## src/hdl/cdq_pkg.sv

```systemverilog
`default_nettype none

package cdq_pkg;

    localparam int DEPTH_DEFAULT = 8;
    localparam int WORD_W        = 32;

    typedef enum logic [1:0] {
        FUNC_PUSH_FRONT = 2'd0,
        FUNC_PUSH_REAR  = 2'd1,
        FUNC_POP_FRONT  = 2'd2,
        FUNC_POP_REAR   = 2'd3
    } func_t;

    typedef enum logic [1:0] {
        STATUS_OK    = 2'd0,
        STATUS_FULL  = 2'd1,
        STATUS_EMPTY = 2'd2
    } status_t;

    typedef struct packed {
        func_t                     func;
        logic signed [WORD_W-1:0]  push_value;
    } req_t;

    typedef struct packed {
        status_t                   status;
        logic signed [WORD_W-1:0]  popped_value;
    } rsp_t;

    // Controller to datapath: one word's worth of work.
    typedef struct packed {
        logic    load;
        logic    push_front;
        logic    push_rear;
        logic    pop_front;
        logic    pop_rear;
        status_t status;
    } dp_cmd_t;

    // Datapath to controller: occupancy flags.
    typedef struct packed {
        logic full;
        logic empty;
    } dp_sts_t;

endpackage

`default_nettype wire

```

## src/hdl/cdq_datapath.sv

```systemverilog
`default_nettype none

module cdq_datapath #(
    parameter int DEPTH = cdq_pkg::DEPTH_DEFAULT
) (
    input  wire logic                   clk,
    input  wire logic                   rst_n,
    input  wire cdq_pkg::dp_cmd_t       cmd,
    input  wire logic signed [31:0]     push_value,
    output cdq_pkg::dp_sts_t            sts,
    output cdq_pkg::rsp_t               rsp
);
    import cdq_pkg::*;

    localparam int IDX_W = (DEPTH > 1) ? $clog2(DEPTH) : 1;
    localparam int CNT_W = $clog2(DEPTH + 1);

    logic signed [WORD_W-1:0] slot_mem [DEPTH];

    logic [IDX_W-1:0] front_reg, front_next;
    logic [IDX_W-1:0] rear_reg, rear_next;
    logic [CNT_W-1:0] count_reg, count_next;
    logic signed [WORD_W-1:0] rdata_reg;
    status_t          status_reg;
    logic             pop_ok_reg;

    logic [IDX_W-1:0] front_dec, front_inc, rear_dec, rear_inc;
    logic [IDX_W-1:0] waddr, raddr;
    logic             do_push, do_pop;

    always_comb
    begin
        front_dec = (front_reg == '0) ? IDX_W'(DEPTH - 1) : front_reg - 1'b1;
        front_inc = (front_reg == IDX_W'(DEPTH - 1)) ? '0 : front_reg + 1'b1;
        rear_dec  = (rear_reg == '0) ? IDX_W'(DEPTH - 1) : rear_reg - 1'b1;
        rear_inc  = (rear_reg == IDX_W'(DEPTH - 1)) ? '0 : rear_reg + 1'b1;

        do_push = cmd.push_front | cmd.push_rear;
        do_pop  = cmd.pop_front | cmd.pop_rear;

        waddr = cmd.push_front ? front_dec : rear_reg;
        raddr = cmd.pop_front ? front_reg : rear_dec;

        front_next = front_reg;
        rear_next  = rear_reg;
        count_next = count_reg;
        if (cmd.push_front)
        begin
            front_next = front_dec;
        end
        if (cmd.pop_front)
        begin
            front_next = front_inc;
        end
        if (cmd.push_rear)
        begin
            rear_next = rear_inc;
        end
        if (cmd.pop_rear)
        begin
            rear_next = rear_dec;
        end
        if (do_push)
        begin
            count_next = count_reg + 1'b1;
        end
        else if (do_pop)
        begin
            count_next = count_reg - 1'b1;
        end
    end

    always_ff @(posedge clk or negedge rst_n)
    begin
        if (!rst_n)
        begin
            front_reg  <= '0;
            rear_reg   <= '0;
            count_reg  <= '0;
            status_reg <= STATUS_OK;
            pop_ok_reg <= 1'b0;
        end
        else
        begin
            front_reg <= front_next;
            rear_reg  <= rear_next;
            count_reg <= count_next;
            if (cmd.load)
            begin
                status_reg <= cmd.status;
                pop_ok_reg <= do_pop;
            end
        end
    end

    // Slot memory: one write port, one registered read port.
    always_ff @(posedge clk)
    begin
        if (do_push)
        begin
            slot_mem[waddr] <= push_value;
        end
        if (do_pop)
        begin
            rdata_reg <= slot_mem[raddr];
        end
    end

    assign sts.full         = (count_reg == CNT_W'(DEPTH));
    assign sts.empty        = (count_reg == '0);
    assign rsp.status       = status_reg;
    assign rsp.popped_value = pop_ok_reg ? rdata_reg : '0;

endmodule

`default_nettype wire

```

## src/hdl/cdq_ctrl.sv

```systemverilog
`default_nettype none

module cdq_ctrl (
    input  wire logic               clk,
    input  wire logic               rst_n,
    input  wire logic               req_valid,
    input  wire cdq_pkg::func_t     func,
    output logic                    req_stall,
    output logic                    rsp_valid,
    input  wire logic               rsp_stall,
    input  wire cdq_pkg::dp_sts_t   sts,
    output cdq_pkg::dp_cmd_t        cmd
);
    import cdq_pkg::*;

    typedef enum logic [1:0] {
        ST_IDLE = 2'b01,
        ST_BUSY = 2'b10
    } state_t;

    state_t state_reg, state_next;
    logic   ready;

    // Take a word when nothing is held, or when the held result leaves now.
    assign ready     = (state_reg == ST_IDLE) || !rsp_stall;
    assign req_stall = !ready;
    assign rsp_valid = (state_reg == ST_BUSY);

    always_comb
    begin
        cmd        = '0;
        cmd.status = STATUS_OK;
        if (ready && req_valid)
        begin
            cmd.load = 1'b1;
            unique case (func)
                FUNC_PUSH_FRONT:
                begin
                    if (sts.full) cmd.status = STATUS_FULL;
                    else          cmd.push_front = 1'b1;
                end
                FUNC_PUSH_REAR:
                begin
                    if (sts.full) cmd.status = STATUS_FULL;
                    else          cmd.push_rear = 1'b1;
                end
                FUNC_POP_FRONT:
                begin
                    if (sts.empty) cmd.status = STATUS_EMPTY;
                    else           cmd.pop_front = 1'b1;
                end
                FUNC_POP_REAR:
                begin
                    if (sts.empty) cmd.status = STATUS_EMPTY;
                    else           cmd.pop_rear = 1'b1;
                end
            endcase
        end
    end

    always_comb
    begin
        state_next = state_reg;
        unique case (state_reg)
            ST_IDLE:
            begin
                if (req_valid)
                begin
                    state_next = ST_BUSY;
                end
            end
            ST_BUSY:
            begin
                if (!rsp_stall && !req_valid)
                begin
                    state_next = ST_IDLE;
                end
            end
            default:
            begin
                state_next = ST_IDLE;
            end
        endcase
    end

    always_ff @(posedge clk or negedge rst_n)
    begin
        if (!rst_n)
        begin
            state_reg <= ST_IDLE;
        end
        else
        begin
            state_reg <= state_next;
        end
    end

endmodule

`default_nettype wire

```

## src/hdl/circular_deque.sv

```systemverilog
// Circular double-ended queue of signed 32-bit words, DEPTH deep. Each request word
// carries one operation (push front, push rear, pop front, pop rear) and yields
// exactly one response word with a status (ok, full, empty) and, for a good pop,
// the removed value (zero otherwise). Refused operations change nothing. A request
// is answered in the cycle after it is taken, from an output register; the block takes
// a new request in the same cycle the held response is taken, so it sustains one
// request per cycle when the response side does not stall, and any stall simply
// holds the response and the request side together. The popped value comes from
// the registered read port of the slot memory. Slots come out of reset
// undefined; only live slots are ever read.
`default_nettype none

module circular_deque #(
    parameter int DEPTH = cdq_pkg::DEPTH_DEFAULT
) (
    input  wire logic           clk,
    input  wire logic           rst_n,
    input  wire logic           req_valid,
    output logic                req_stall,
    input  wire cdq_pkg::req_t  req,
    output logic                rsp_valid,
    input  wire logic           rsp_stall,
    output cdq_pkg::rsp_t       rsp
);
    import cdq_pkg::*;

    dp_cmd_t cmd;
    dp_sts_t sts;

    // Controller: decide accept and whether the operation goes ahead.
    cdq_ctrl u_ctrl (
        .clk       (clk),
        .rst_n     (rst_n),
        .req_valid (req_valid),
        .func      (req.func),
        .req_stall (req_stall),
        .rsp_valid (rsp_valid),
        .rsp_stall (rsp_stall),
        .sts       (sts),
        .cmd       (cmd)
    );

    // Datapath: pointers, occupancy, slot memory and response register.
    cdq_datapath #(
        .DEPTH (DEPTH)
    ) u_datapath (
        .clk        (clk),
        .rst_n      (rst_n),
        .cmd        (cmd),
        .push_value (req.push_value),
        .sts        (sts),
        .rsp        (rsp)
    );

`ifndef NO_ASSERTIONS
    // A taken request always shows its response in the next cycle.
    a_req_to_rsp: assert property (@(posedge clk) disable iff (!rst_n)
        (req_valid && !req_stall) |=> rsp_valid)
        else $error("response missing after accepted request");

    // A new request never overwrites a response still held.
    a_no_overrun: assert property (@(posedge clk) disable iff (!rst_n)
        (req_valid && !req_stall && rsp_valid) |-> !rsp_stall)
        else $error("held response overwritten");

    // Refused operations report a zero value.
    a_refused_zero: assert property (@(posedge clk) disable iff (!rst_n)
        (rsp_valid && rsp.status != STATUS_OK) |-> (rsp.popped_value == '0))
        else $error("refused operation returned data");

    // Full and empty never hold together.
    a_full_empty: assert property (@(posedge clk) disable iff (!rst_n)
        !(sts.full && sts.empty))
        else $error("deque both full and empty");
`endif

endmodule

`default_nettype wire

```

## config.mk

```make
export PLATFORM = sky130hd
export DESIGN_NAME = circular_deque
export DESIGN_NICKNAME = d
export VERILOG_FILES = /design/src/hdl/cdq_pkg.sv /design/src/hdl/cdq_datapath.sv /design/src/hdl/cdq_ctrl.sv /design/src/hdl/circular_deque.sv
export SDC_FILE = /design/constraint.sdc
export NUM_CORES = 1
export LEC_CHECK = 0
export BUFFER_PORTS_ARGS = -buffer_cell sky130_fd_sc_hd__buf_2
export CELL_PAD_IN_SITES_DETAIL_PLACEMENT = 2
export CELL_PAD_IN_SITES_GLOBAL_PLACEMENT = 2
export CORE_MARGIN = 1
export CORE_UTILIZATION = 39
export DETAILED_ROUTE_END_ITERATION = 10
export MAX_ROUTING_LAYER = met4
export PLACE_DENSITY_LB_ADDON = 0.1
export SETUP_SLACK_MARGIN = 0.5
export SYNTH_ARGS = -nofsm -noshare
export SYNTH_HDL_FRONTEND = slang
export SYNTH_SLANG_ARGS = --single-unit
```

## constraint.sdc

```tcl
create_clock -name clk -period 3.83 [get_ports clk]
set_input_delay 0.5745 -clock clk [delete_from_list [all_inputs] [get_ports clk]]
set_output_delay 0.5745 -clock clk [all_outputs]
set_load 0.01 [all_outputs]
```

-- After elaboration in Yosys (flattened, before gate mapping)
Memories as Yosys holds them, arrays and structs flattened. A register that Yosys moved wholly into a read port is not among the register bits.
Cells that the tools add are included.
- register bits: 15
- bits in latches: 0
- output and inout bits: 36
- memories: 1
- word-level logic and storage cells: 69
- bits in read-only memories: 0
- bits in writable memories: 256
- input bits: 38
- memories (memory ; depth ; width ; rd ports ; clocked after memory_dff ; wr ports ; line ; RTL):
    u_datapath.slot_mem ; 8 ; 32 ; 1 ; 1 ; 1 ; cdq_datapath.sv:18 ; logic signed [WORD_W-1:0] slot_mem [DEPTH];
- $mul: 0
- mux-type cells: 28
- equality and inequality tests: 10
- bitwise operators: 2
- shifts and indexed selects: 0
- reduce and logical (&&, ||, !) cells: 16
- add/sub/neg operators: 6
- magnitude comparators: 0
- divide/modulo/power cells: 0
- operators by type and width (operator ; count):
    $mux W32 ; 1
    $mux W3 ; 10
    $mux W1 ; 9
    $mux W4 ; 2
    $pmux W2 S2 ; 2
    $mux W7 ; 1
    $add A3 B1 Y3 const B ; 2
    $eq A2 B2 Y1 const B ; 3
    $eq A3 B3 Y1 const B ; 2
    $logic_not A3 Y1 ; 2
    $mux W2 ; 3
    $reduce_bool A2 Y1 ; 3
    $sub A3 B1 Y3 const B ; 2
    $add A4 B1 Y4 const B ; 1
    $eq A2 B1 Y1 const B ; 2
    $eq A4 B4 Y1 const B ; 1
    $logic_not A4 Y1 ; 1
    $reduce_or A2 Y1 ; 2
    $sub A4 B1 Y4 const B ; 1
    $logic_not A1 Y1 ; 3
    $logic_and A1 B1 Y1 ; 2
    $logic_not A2 Y1 ; 1
    $ne A2 B1 Y1 const B ; 1
    $ne A2 B2 Y1 const B ; 1
    other kinds (3) ; 4

-- Longest topological paths before layout
Gate-level depths: netlist of run 1.
- depth in word-level cells: 7
- depth in mapped cells: 10
- gate-level depth less buffers: 8

-- Cells and area by module
A second synthesis of run 1 with hierarchy kept.
- cell total of the unflattened synthesis: 562
- area total of the unflattened synthesis: 12119.1 um^2
- by module, submodules not included (module ; sequential area each (um^2) ; cells each ; times used ; area an instance (um^2)):
    cdq_datapath ; 8973.6 ; 539 ; 1 ; 11890.2
    cdq_ctrl ; 51.3 ; 23 ; 1 ; 229.0

-- Worst setup path before layout of run 1
Ideal clock, no wire load.
- path kind: flip-flop to flip-flop
- from: register u_datapath.count_reg[1]
- to: memory u_datapath.slot_mem[6][0] (enable)
- data arrival time: 3.137 ns
- required time: 3.409 ns
- slack: 0.272 ns
- clock period less this slack: 3.558 ns
- library setup time: 0.421 ns
- cell stages (with the launch flop): 7
- buffers on the path: 1
- cells stage by stage: dfrtp_1 -> or4b_2 -> o2111ai_2 -> nand2b_1 -> buf_2 -> a31oi_1 -> nor2_1
- word-level cells in the longest chain between the ends: 7
- elaborated cells on any way between the ends: 9
- those cells by class: eq/ne (1); mux (7); bitwise (1)
- ends and longest elaborated chain (item ; line ; RTL):
    from (decl) ; cdq_datapath.sv:22 ; logic [CNT_W-1:0] count_reg, count_next;
    from (signal assigned) ; cdq_datapath.sv:87 ; count_reg <= count_next;
    $eq A4 B4 Y1 (*) ; cdq_datapath.sv:109 ; assign sts.full = (count_reg == CNT_W'(DEPTH));
    $mux W1 (*) ; cdq_ctrl.sv:39, cdq_ctrl.sv:44 ;
    $mux W1 ; cdq_ctrl.sv:36 ; unique case (func)
    $mux W7 (*) ; cdq_ctrl.sv:33 ; if (ready && req_valid)
    $or A1 B1 Y1 ; cdq_datapath.sv:38 ; do_push = cmd.push_front | cmd.push_rear;
    $mux W1 ; cdq_datapath.sv:99 ; if (do_push)
    $mux W1 (not written as such) ; cdq_datapath.sv:101 ; slot_mem[waddr] <= push_value;
    to (decl) ; cdq_datapath.sv:18 ;
Every way passes the cells marked *; elsewhere a longest branch is shown, timed or not.

-- Final worst setup path of run 1
- from: register u_ctrl.state_reg[0]
- to: memory u_datapath.slot_mem[4][25] (enable)
- word-level cells in the longest chain between the ends: 7
- elaborated cells on any way between the ends: 8
- those cells by class: eq/ne (1); mux (4); bitwise (1); reduce/logical (2)
- ends and longest elaborated chain (item ; line ; RTL):
    from (decl) ; cdq_ctrl.sv:21 ; state_t state_reg, state_next;
    from (signal assigned) ; cdq_ctrl.sv:94 ; state_reg <= state_next;
    $eq A2 B1 Y1 (*) ; cdq_ctrl.sv:25 ; assign ready = (state_reg == ST_IDLE) || !rsp_stall;
    $logic_or A1 B1 Y1 (*) ; cdq_ctrl.sv:25 ;
    $logic_and A1 B1 Y1 (*) ; cdq_ctrl.sv:33 ;
    $mux W7 (*) ; cdq_ctrl.sv:33 ;
    $or A1 B1 Y1 ; cdq_datapath.sv:38 ;
    $mux W1 ; cdq_datapath.sv:99 ;
    $mux W1 (not written as such) ; cdq_datapath.sv:101 ;
Marked as above.

==> results of run 1 <==
## metrics by stage
stage	setup WS (ns)	total power, mW	std cells	util
after floorplan	0.272	8.07	1034	-
after global placement	0.578	9.87	1498	0.425
after detailed placement	0.425	10.1	1498	0.425
after CTS	0.512	13.3	1562	0.456
after global routing	0.405	14.0	1567	0.458
final	0.534	13.2	1567	0.458
## synth_stat cells (all sizes together)
library cell  number  area share
a211oi            64       0.035
a21boi            64       0.035
a21o               3      0.0016
a21oi             11      0.0043
a31oi              5      0.0034
and2              33       0.015
and3              96       0.044
buf               27       0.013
clkbuf            79       0.022
clkinv             1     0.00027
dfrtp             14       0.025
dfstp              1      0.0019
edfxtp           288        0.63
fa                 1      0.0015
ha                10      0.0091
inv                9      0.0025
mux2               1     0.00082
mux2i              1     0.00073
nand2             46       0.013
nand2b             4      0.0018
nand3              4      0.0022
nand4             32       0.015
nor2              16      0.0044
nor2b              3      0.0014
nor3               7      0.0025
o2111a             1     0.00082
o2111ai            2      0.0022
o211ai            65       0.035
o21ai              7      0.0028
o221ai            33       0.021
o22ai             34       0.015
o31ai             66       0.036
or2                1     0.00045
or4                1     0.00082
or4b               1     0.00073
xnor2              1     0.00064
xor2               2      0.0013
## kinds of logic (layout without fill, tap and decap cells)
logic type | Yosys count | in the layout | synth area share
flops | 303 | 303 | 0.656
xor+xnor | 3 | 3 | 0.00191
compound gates | 355 | 355 | 0.193
buf+inv | 116 | 193 | 0.0374
mux | 2 | 2 | 0.00155
simple gates | 244 | 245 | 0.100
fa+ha+maj | 11 | 11 | 0.0105
## per-layer routing
metal,GRT usage,part of all wire
met5,-,0
met4,0.0785,0.025
met3,0.0301,0.032
met2,0.403,0.49
met1,0.331,0.46
## critical path: cells and delay by family, from the launching register on
kind                   cells  cell delay [ns]
flip-flops                 1             0.53
AO/OA/AOI/OAI              1             0.16
buffers and inverters      2             0.53
AND/OR/NAND/NOR            3             1.76
## final cells by class
class | instances | area (sq um) | area share
clock buffer | 48 | 967 | 0.0609
multi-input combinational | 616 | 4330 | 0.273
inverter | 10 | 37.5 | 0.00236
sequential | 303 | 9030 | 0.569
timing repair buffer | 120 | 853 | 0.0538
tap | 455 | 569 | 0.0359
clock inverter | 15 | 87.6 | 0.00552
## cell usage in the layout, fill, tap and decap left out, types with 10 or more instances in the layout
cell type / n
a211oi_1: 64
a21boi_0: 50
a21boi_1: 14
a21oi_1: 10
and2_1: 32
and3_1: 96
buf_12: 10
buf_2: 73
buf_4: 34
clkbuf_1: 11
clkbuf_16: 37
clkinv_1: 11
dfrtp_1: 13
edfxtp_1: 288
ha_1: 10
nand2_1: 44
nand4_1: 32
o211ai_1: 65
o221ai_1: 33
o22ai_1: 34
o31ai_1: 66
## path summary, 6_finish.rpt
| check | slack, ns | to | cells past startpoint | startpoint |
|---|---|---|---|---|
| min in group asynchronous | 0.51 | u_datapath.count_reg[3] | 2 | rst_n |
| worst min register to register | 0.48 | u_datapath.status_reg[0] | 2 | u_datapath.status_reg[0] |
| worst max register to register | 0.53 | u_datapath.slot_mem[4][25] | 6 | u_ctrl.state_reg[0] |
| worst max-delay path | 0.53 | u_datapath.slot_mem[4][25] | 6 | u_ctrl.state_reg[0] |
| max in group asynchronous | 3.01 | u_ctrl.state_reg[0] | 2 | rst_n |
| worst min-delay path | 0.33 | u_datapath.status_reg[0] | 2 | req[33] |
## power by group
| part | internal (mW) | leakage (nW) | total [mW] | switching, mW |
|---|---|---|---|---|
| registers | 4.16 | 2.79 | 4.37 | 0.212 |
| logic | 1.94 | 2.05 | 5.67 | 3.73 |
| clock network | 1.83 | 0.514 | 3.16 | 1.33 |
| total | 7.94 | 5.35 | 13.2 | 5.27 |
## repair_timing
action / CTS / global route
gates cloned: 0 / 1
hold endpoints to repair: 14 / 0
resized for setup: 2 / 4
hold buffers: 1 / 0
endpoints found under the setup margin: 21 / 79
pin swaps: 0 / 4
buffers inserted: 0 / 4
==> impl_metrics.toml, run 1 <==
[global_route]
grt_pass1_vias = 10500
antenna_found_initial = 0
overflow = 0
grt_pass1_wl_um = 66300
grt_max_degree = 73
grtUsageTotal = 0.250

[place]
dpl-instance-area_sq_mm = 0.0147
dp_hpwl_um = 24500
gp_congestion = 0.745
port_buffers = 73

[sta]
setup_viol = 0
fin_crit_ns = 3.30
slew_headroom = 0.248
max_freq_ghz = 0.303
whs_ns = 0.334
timing.final.crit_share = 0.860
finalSetupTns_ns = 0
worst-slew-pin-transition_ns = 1.12
rsz0062_at_grt = "yes"
slew_violations = 0
skew_ns = 0.0155
hold_viol = 0

[finish]
final_nets = 1136
fill_cells = 3390
syn_to_final_growth_pct = 15.3
antenna_cells = 0
final_layout_size_suffix_gt1_frac = 0.171
largest_register_ffs = 256
fin_area_sq_mm = 0.0159

[synthesis]
syn_area_sq_mm = 0.0138
avgSynthCellArea_sq_um = 13.3
ys_types = 47
synth_nets = 1083
syn_inst = 1034
yosysSeqAreaShare = 0.656
yosysWarnings = 0
synth-seq-cells = 303

[route]
ant_nets = 0
avgRoutedWirePerCell_um = 27.6
initialDrtViolationCount = 596
drtPass1Iterations = 5
wl_um = 43300
vias = 9603
drt-vias-per-instance = 6.13
drc_errors = 0

[setup_path]
cp_max_fo = 19
crit_type = "reg -> reg"
cp_data_required_time_ns = 4.04
worstPathArrival_ns = 3.50
start_kind = "flop"
crit_path_end_kind = "flop"
path_common_cell = "buf_4"
crit_chain = "nor2b_1, o2111ai_2, buf_4, nand2b_1, nor2_4, buf_4"
slowest_stage = "nor2_4"
slowest_delay_ns = 0.84

[clock_tree]
clk-insertion-delay-late_ns = 0.52
cts_tree = "yes"
path_clk_slew_ns = 0.05
numCtsBuffers = 36
cts_root_buf = "clkbuf_16"
clk_path_buf_depth = 3
htreeDepth = 2
cts_sinks = 303

[power_and_ir_drop]
leakage_nw = 5.35
ir_drop_mv = 0.432
power_density_mw_per_mm2 = 832

[floorplan]
die-area_sq_mm = 0.0361
fp.dieW_um = 190
io_pins = 74
die_h_um = 190
coreArea_sq_mm = 0.0346
core.rowCount = 68
start_util = 0.398

[worst_hold_path]
hold_path_class = "in -> reg"

[outcome]
status = "finished, final reports clean"

[run]
max-cap-violations = 0
No activity file was read; power rests on OpenSTA's default activity.
==> run 2, diff against run 1 <==
--- a/config.mk
+++ b/config.mk
@@ -11,7 +11,6 @@
 export CORE_MARGIN = 1
 export CORE_UTILIZATION = 39
 export DETAILED_ROUTE_END_ITERATION = 10
-export MAX_ROUTING_LAYER = met4
 export PLACE_DENSITY_LB_ADDON = 0.1
 export SETUP_SLACK_MARGIN = 0.5
 export SYNTH_ARGS = -nofsm -noshare
==> run 2 against run 1 <==
  * Sequential cell count unchanged
  * Final cell count unchanged
  * Sequential share of layout area unchanged
  * Hold slack about the same
  * First-iteration DRC count down 1.0%
  * Setup slack better by 0.0033 ns
  * Utilization unchanged
  * Sequential power about the same
  * Clock skew down 0.0018 ns
  * Critical path type unchanged
  * Largest cell class unchanged
  * Highest routed layer unchanged
==> impl_metrics.toml, run 2 (synthesized netlist as in run 1, its figures left out) <==
[floorplan]
fp.dieW_um = 190
die_h_um = 190
start_util = 0.398
io_pins = 74
die-area_sq_mm = 0.0361
core.rowCount = 68
coreArea_sq_mm = 0.0346

[route]
top_layer = "met4"
avgRoutedWirePerCell_um = 27.6
wl_met2_um = 21300
ant_nets = 0
initialDrtViolationCount = 590
wl_met3_um = 1390
wl_met1_um = 19500
vias = 9573
drt-vias-per-instance = 6.11
drc_errors = 0
drtPass1Iterations = 6
wl_um = 43200

[sta]
slew_violations = 0
worst-slew-pin-transition_ns = 1.14
skew_ns = 0.0137
hold_viol = 0
setup_viol = 0
finalSetupTns_ns = 0
fin_crit_ns = 3.29
timing.final.crit_share = 0.860
rsz0062_at_grt = "yes"
max_freq_ghz = 0.304
slew_headroom = 0.235

[finish]
final_common_cell = "edfxtp_1"
utilization = 0.458
final_layout_size_suffix_gt1_frac = 0.171
antenna_cells = 0
largest_register_ffs = 256
fill_cells = 3390
fin_area_sq_mm = 0.0159
layout_common_cells = "288 x edfxtp_1, 96 x and3_1, 73 x buf_2"
fin_cells = 1567
final_nets = 1136
syn_to_final_growth_pct = 15.3

[setup_path]
cp_max_fo = 19
r2r_slack_ns = 0.54
start_kind = "flop"
r2r_end = "u_datapath.slot_mem[4][25]"
path_common_cell = "buf_4"
slowest_stage = "nor2_4"
crit_type = "reg -> reg"
r2r_start = "u_ctrl.state_reg[0]"
crit_path_end_kind = "flop"
cp_data_required_time_ns = 4.04
crit_chain = "nor2b_1, o2111ai_2, buf_4, nand2b_1, nor2_4, buf_4"
cpLargestDelayFamily = "simple AND/OR/NAND/NOR gates"
ff2ff_path_depth = 6
crit_buf_inv = 2
worstPathArrival_ns = 3.50
slowest_delay_ns = 0.84

[global_route]
grtUsageTotal = 0.243
grt_max_degree = 73
overflow = 0
antenna_found_initial = 0
grt_pass1_wl_um = 66300
grt_pass1_vias = 10600

[clock_tree]
clk_path_buf_depth = 3
cts_root_buf = "clkbuf_16"
clk-insertion-delay-late_ns = 0.51
path_clk_slew_ns = 0.05
cts_tree = "yes"
numCtsBuffers = 36
cts_sinks = 303
htreeDepth = 2

[place]
placedCellCount = 1498
gp_congestion = 0.736
port_buffers = 73
dp_hpwl_um = 24500
dpl-instance-area_sq_mm = 0.0147

[outcome]
status = "finished, final reports clean"

[worst_hold_path]
whs_path_depth = 2
hold-path-endpoint = "u_datapath.status_reg[0]"
hp-start = "req[33]"
hold_path_class = "in -> reg"

[power_and_ir_drop]
leakage_nw = 5.35
power_density_mw_per_mm2 = 831
ir_drop_mv = 0.434

[run]
max-cap-violations = 0
-- run 2: cell counts in the layout (fill, tap and decap cells not counted) --
No cell type changed its count.
-- run 2: what timing repair did --
action | in CTS | in global routing
cloned | 0 | 1
endpoints found under the setup margin | 21 | 79
hold endpoints to repair | 14 | 0
pin swaps | 0 | 4
buffers inserted | 0 | 4
hold buffers | 1 | 0
resized for setup | 2 | 4
-- run 2: worst max-delay path by stage --
stage | startpoint | to | cells past startpoint | slack [ns]
global route | u_ctrl.state_reg[0] | u_datapath.slot_mem[4][24] | 6 | 0.41
CTS | u_datapath.count_reg[1] | u_datapath.slot_mem[2][26] | 7 | 0.51
finish | u_ctrl.state_reg[0] | u_datapath.slot_mem[4][25] | 6 | 0.54
global placement | u_ctrl.state_reg[0] | u_datapath.rdata_reg[16] | 8 | 0.58
floorplan | u_datapath.count_reg[1] | u_datapath.slot_mem[6][0] | 6 | 0.27
detailed placement | u_ctrl.state_reg[0] | u_datapath.rdata_reg[24] | 8 | 0.43
-- run 2: report_power, final --
group          leakage [nW]  switching [mW]  internal, mW
sequential             2.79           0.213          4.16
combinational          2.05            3.72          1.94
clock                 0.514            1.33          1.83
total                  5.35            5.26          7.94
-- run 2: layout make-up --
cell class / count / area, sq um / share of cell area
tap: 455 / 569 / 0.0359
clock inverter: 15 / 87.6 / 0.00552
clock buffer: 48 / 967 / 0.0609
timing repair buffer: 120 / 853 / 0.0538
multi-input combinational: 616 / 4330 / 0.273
inverter: 10 / 37.5 / 0.00236
sequential: 303 / 9030 / 0.569
-- run 2: metal layers --
layer	vias up	track usage
met3	61	0.0301
met2	211	0.405
met4	0	0.0785
met5	-	0
li1	4286	-
met1	5015	0.329
-- run 2: worst register-to-register path, cell delays in order, from the launching register on --
cell and delay [ns]:
dfstp_2 0.53, nor2b_1 0.43, o2111ai_2 0.16, buf_4 0.21, nand2b_1 0.49, nor2_4 0.85
buf_4 0.34
-- run 2: per-stage QoR --
stage | setup slack [ns] | hold WS (ns) | total power, mW
2_1_floorplan | 0.272 | 0.279 | 8.07
3_3_place_gp | 0.578 | 0.471 | 9.87
3_5_place_dp | 0.425 | 0.470 | 10.1
4_1_cts | 0.512 | 0.321 | 13.3
5_1_grt | 0.405 | 0.335 | 14.0
6_report | 0.538 | 0.333 | 13.2
==> run 3, diff against run 2 <==
--- a/config.mk
+++ b/config.mk
@@ -5,11 +5,13 @@
 export SDC_FILE = /design/constraint.sdc
 export NUM_CORES = 1
 export LEC_CHECK = 0
+export ABC_AREA = 1
 export BUFFER_PORTS_ARGS = -buffer_cell sky130_fd_sc_hd__buf_2
 export CELL_PAD_IN_SITES_DETAIL_PLACEMENT = 2
 export CELL_PAD_IN_SITES_GLOBAL_PLACEMENT = 2
+export CORE_ASPECT_RATIO = 1.75
 export CORE_MARGIN = 1
-export CORE_UTILIZATION = 39
+export CORE_UTILIZATION = 36
 export DETAILED_ROUTE_END_ITERATION = 10
 export PLACE_DENSITY_LB_ADDON = 0.1
 export SETUP_SLACK_MARGIN = 0.5
==> run 3 against run 2 <==
  * Non-clock buffer count down 14
  * Combinational power down 8.7%
  * Clock-buffer cell count down 10
  * First-iteration DRC count down 36%
  * Routed wire length down 5.8%
  * Clock power down 8.2%
  * Global-route usage down 2.8 points
  * Power down 5.8%
  * Critical path type unchanged
  * Critical endpoint is now u_datapath.slot_mem[7][6]
==> impl_metrics.toml, run 3 <==
[setup_path]
slowest_stage = "dfstp_2"
endpoint = "u_datapath.slot_mem[7][6]"
cpLargestDelayFamily = "simple AND/OR/NAND/NOR gates"
slowest_delay_ns = 0.54
start_kind = "flop"
crit_buf_inv = 1
crit_chain = "nand2_2, a21oi_4, nand3_1, nor2_2, nand2_1, o21ai_0, nand2_1, nor2_4, buf_12"
r2r_slack_ns = 0.84
cp_data_required_time_ns = 4.09
crit_type = "reg -> reg"
crit_path_end_kind = "flop"
r2r_end = "u_datapath.slot_mem[7][6]"
startpoint = "u_ctrl.state_reg[0]"
cp_max_fo = 26
ff2ff_path_depth = 9
cp_num_cells = 9
path_common_cell = "nand2_1"
r2r_start = "u_ctrl.state_reg[0]"
worstPathArrival_ns = 3.25

[global_route]
grt_max_degree = 97
overflow = 0
grt_pass1_vias = 11000
grt_pass1_wl_um = 62600
antenna_found_initial = 0
grtUsageTotal = 0.215

[floorplan]
core.rowCount = 94
die-area_sq_mm = 0.0393
die_h_um = 261
coreArea_sq_mm = 0.0378
fp.dieW_um = 150
start_util = 0.367
io_pins = 74

[synthesis]
ys_top_cells_by_area = "edfxtp_1 63%, nand3_1 9.2%, nand2_1 8.7%"
yosysWarnings = 0
async_flop_share = 0.0495
synth_edf_count = 288
syn_inst = 1339
yosys-top-cells-count = "321 x nand2_1, 288 x edfxtp_1, 278 x inv_1"
synth_top_area_cell = "edfxtp_1"
ys_types = 31
yosysSeqAreaShare = 0.652
post-synth-top-count-cell = "nand2_1"
syn_area_sq_mm = 0.0138
synth_nets = 1388
synth_top_area_frac = 0.625
ys.flop_type = "edfxtp_1"
synth-seq-cells = 303
avgSynthCellArea_sq_um = 10.3

[place]
dp_hpwl_um = 24600
port_buffers = 73
gp_congestion = 0.762
dpl-instance-area_sq_mm = 0.0149

[route]
drc_errors = 0
drt-vias-per-instance = 5.05
vias = 9665
drtPass1Iterations = 4
wl_um = 40700
avgRoutedWirePerCell_um = 21.3
initialDrtViolationCount = 378
ant_nets = 0

[clock_tree]
cts_tree = "yes"
numCtsBuffers = 30
path_clk_slew_ns = 0.06
clk-insertion-delay-late_ns = 0.59
cts_sinks = 303
clk_path_buf_depth = 3
cts_root_buf = "clkbuf_16"
htreeDepth = 1

[outcome]
status = "finished, final reports clean"

[sta]
slew_headroom = 0.420
skew_ns = 0.0247
rsz0062_at_grt = "no"
hold_viol = 0
slew_violations = 0
finalSetupTns_ns = 0
setup_viol = 0
whs_ns = 0.201
fin_crit_ns = 2.99
timing.final.crit_share = 0.780
max_freq_ghz = 0.335
worst-slew-pin-transition_ns = 0.867

[finish]
fill_cells = 4049
final_common_cell = "nand2_1"
syn_to_final_growth_pct = 14.6
final_layout_size_suffix_gt1_frac = 0.126
final_nets = 1460
layout_common_cells = "319 x nand2_1, 288 x edfxtp_1, 278 x inv_1"
largest_register_ffs = 256
fin_area_sq_mm = 0.0159
antenna_cells = 0

[power_and_ir_drop]
power_density_mw_per_mm2 = 784
total_power_mw = 12.4
leakage_nw = 7.10
ir_drop_mv = 0.409

[run]
max-cap-violations = 0

[worst_hold_path]
hold_path_class = "in -> reg"
-- run 3: power by group --
group / total (mW) / internal, mW / switching, mW
registers: 4.36 / 4.18 / 0.174
logic: 5.17 / 1.59 / 3.59
clock network: 2.90 / 1.63 / 1.26
-- run 3: logic make-up after synthesis --
family / share of synthesized area
AND/OR/NAND/NOR: 0.213
buffers and inverters: 0.106
flip-flops: 0.652
AO/OA/AOI/OAI: 0.0172
adder cells (fa/ha/maj): 0.0105
XOR/XNOR: 0.00127
-- run 3: how the worst min path moves through the flow --
stage          depth (start not counted)                 endpoint       from  slack [ns]
2_1_floorplan                          0      u_ctrl.state_reg[1]      rst_n        0.28
3_3_place_gp                           1  u_datapath.front_reg[1]      rst_n        0.50
3_5_place_dp                           1  u_datapath.front_reg[1]      rst_n        0.51
4_1_cts                                2      u_ctrl.state_reg[0]  req_valid        0.17
5_1_grt                                2      u_ctrl.state_reg[0]  req_valid        0.20
6_report                               2      u_ctrl.state_reg[0]  req_valid        0.20
-- run 3: cell type report --
| type | instances | area, sq um | area share |
|---|---|---|---|
| flip-flops and latches | 303 | 9020 | 0.569 |
| inverters | 279 | 1050 | 0.0660 |
| well taps | 480 | 601 | 0.0379 |
| repair buffers | 106 | 816 | 0.0514 |
| clock inverters | 16 | 156 | 0.00986 |
| multi-input cells | 691 | 3430 | 0.216 |
| clock buffers | 38 | 781 | 0.0492 |
-- run 3: repair_timing --
item                                    in CTS  in global routing
gates resized for setup                      0                  1
hold buffers                                 1                  0
hold endpoints to repair                    14                  0
endpoints found under the setup margin       0                 22
setup buffers                                0                  3
-- run 3: per-stage QoR --
| stage | worst slack [ns] | utilization | std cells |
|---|---|---|---|
| final | 0.842 | 0.420 | 1913 |
| after CTS | 0.600 | 0.419 | 1910 |
| after floorplan | 0.335 | - | 1339 |
| after global placement | 0.647 | 0.394 | 1855 |
| after detailed placement | 0.495 | 0.394 | 1855 |
| after global routing | 0.598 | 0.420 | 1913 |
-- run 3: metal layers --
metal,track usage,share of wire,vias to the layer above,routed length [um]
li1,-,-,4484,-
met1,0.231,0.38,4980,15400
met3,0.0239,0.030,54,1230
met5,0,0,-,0
met2,0.428,0.57,147,23100
met4,0.0668,0.024,0,977
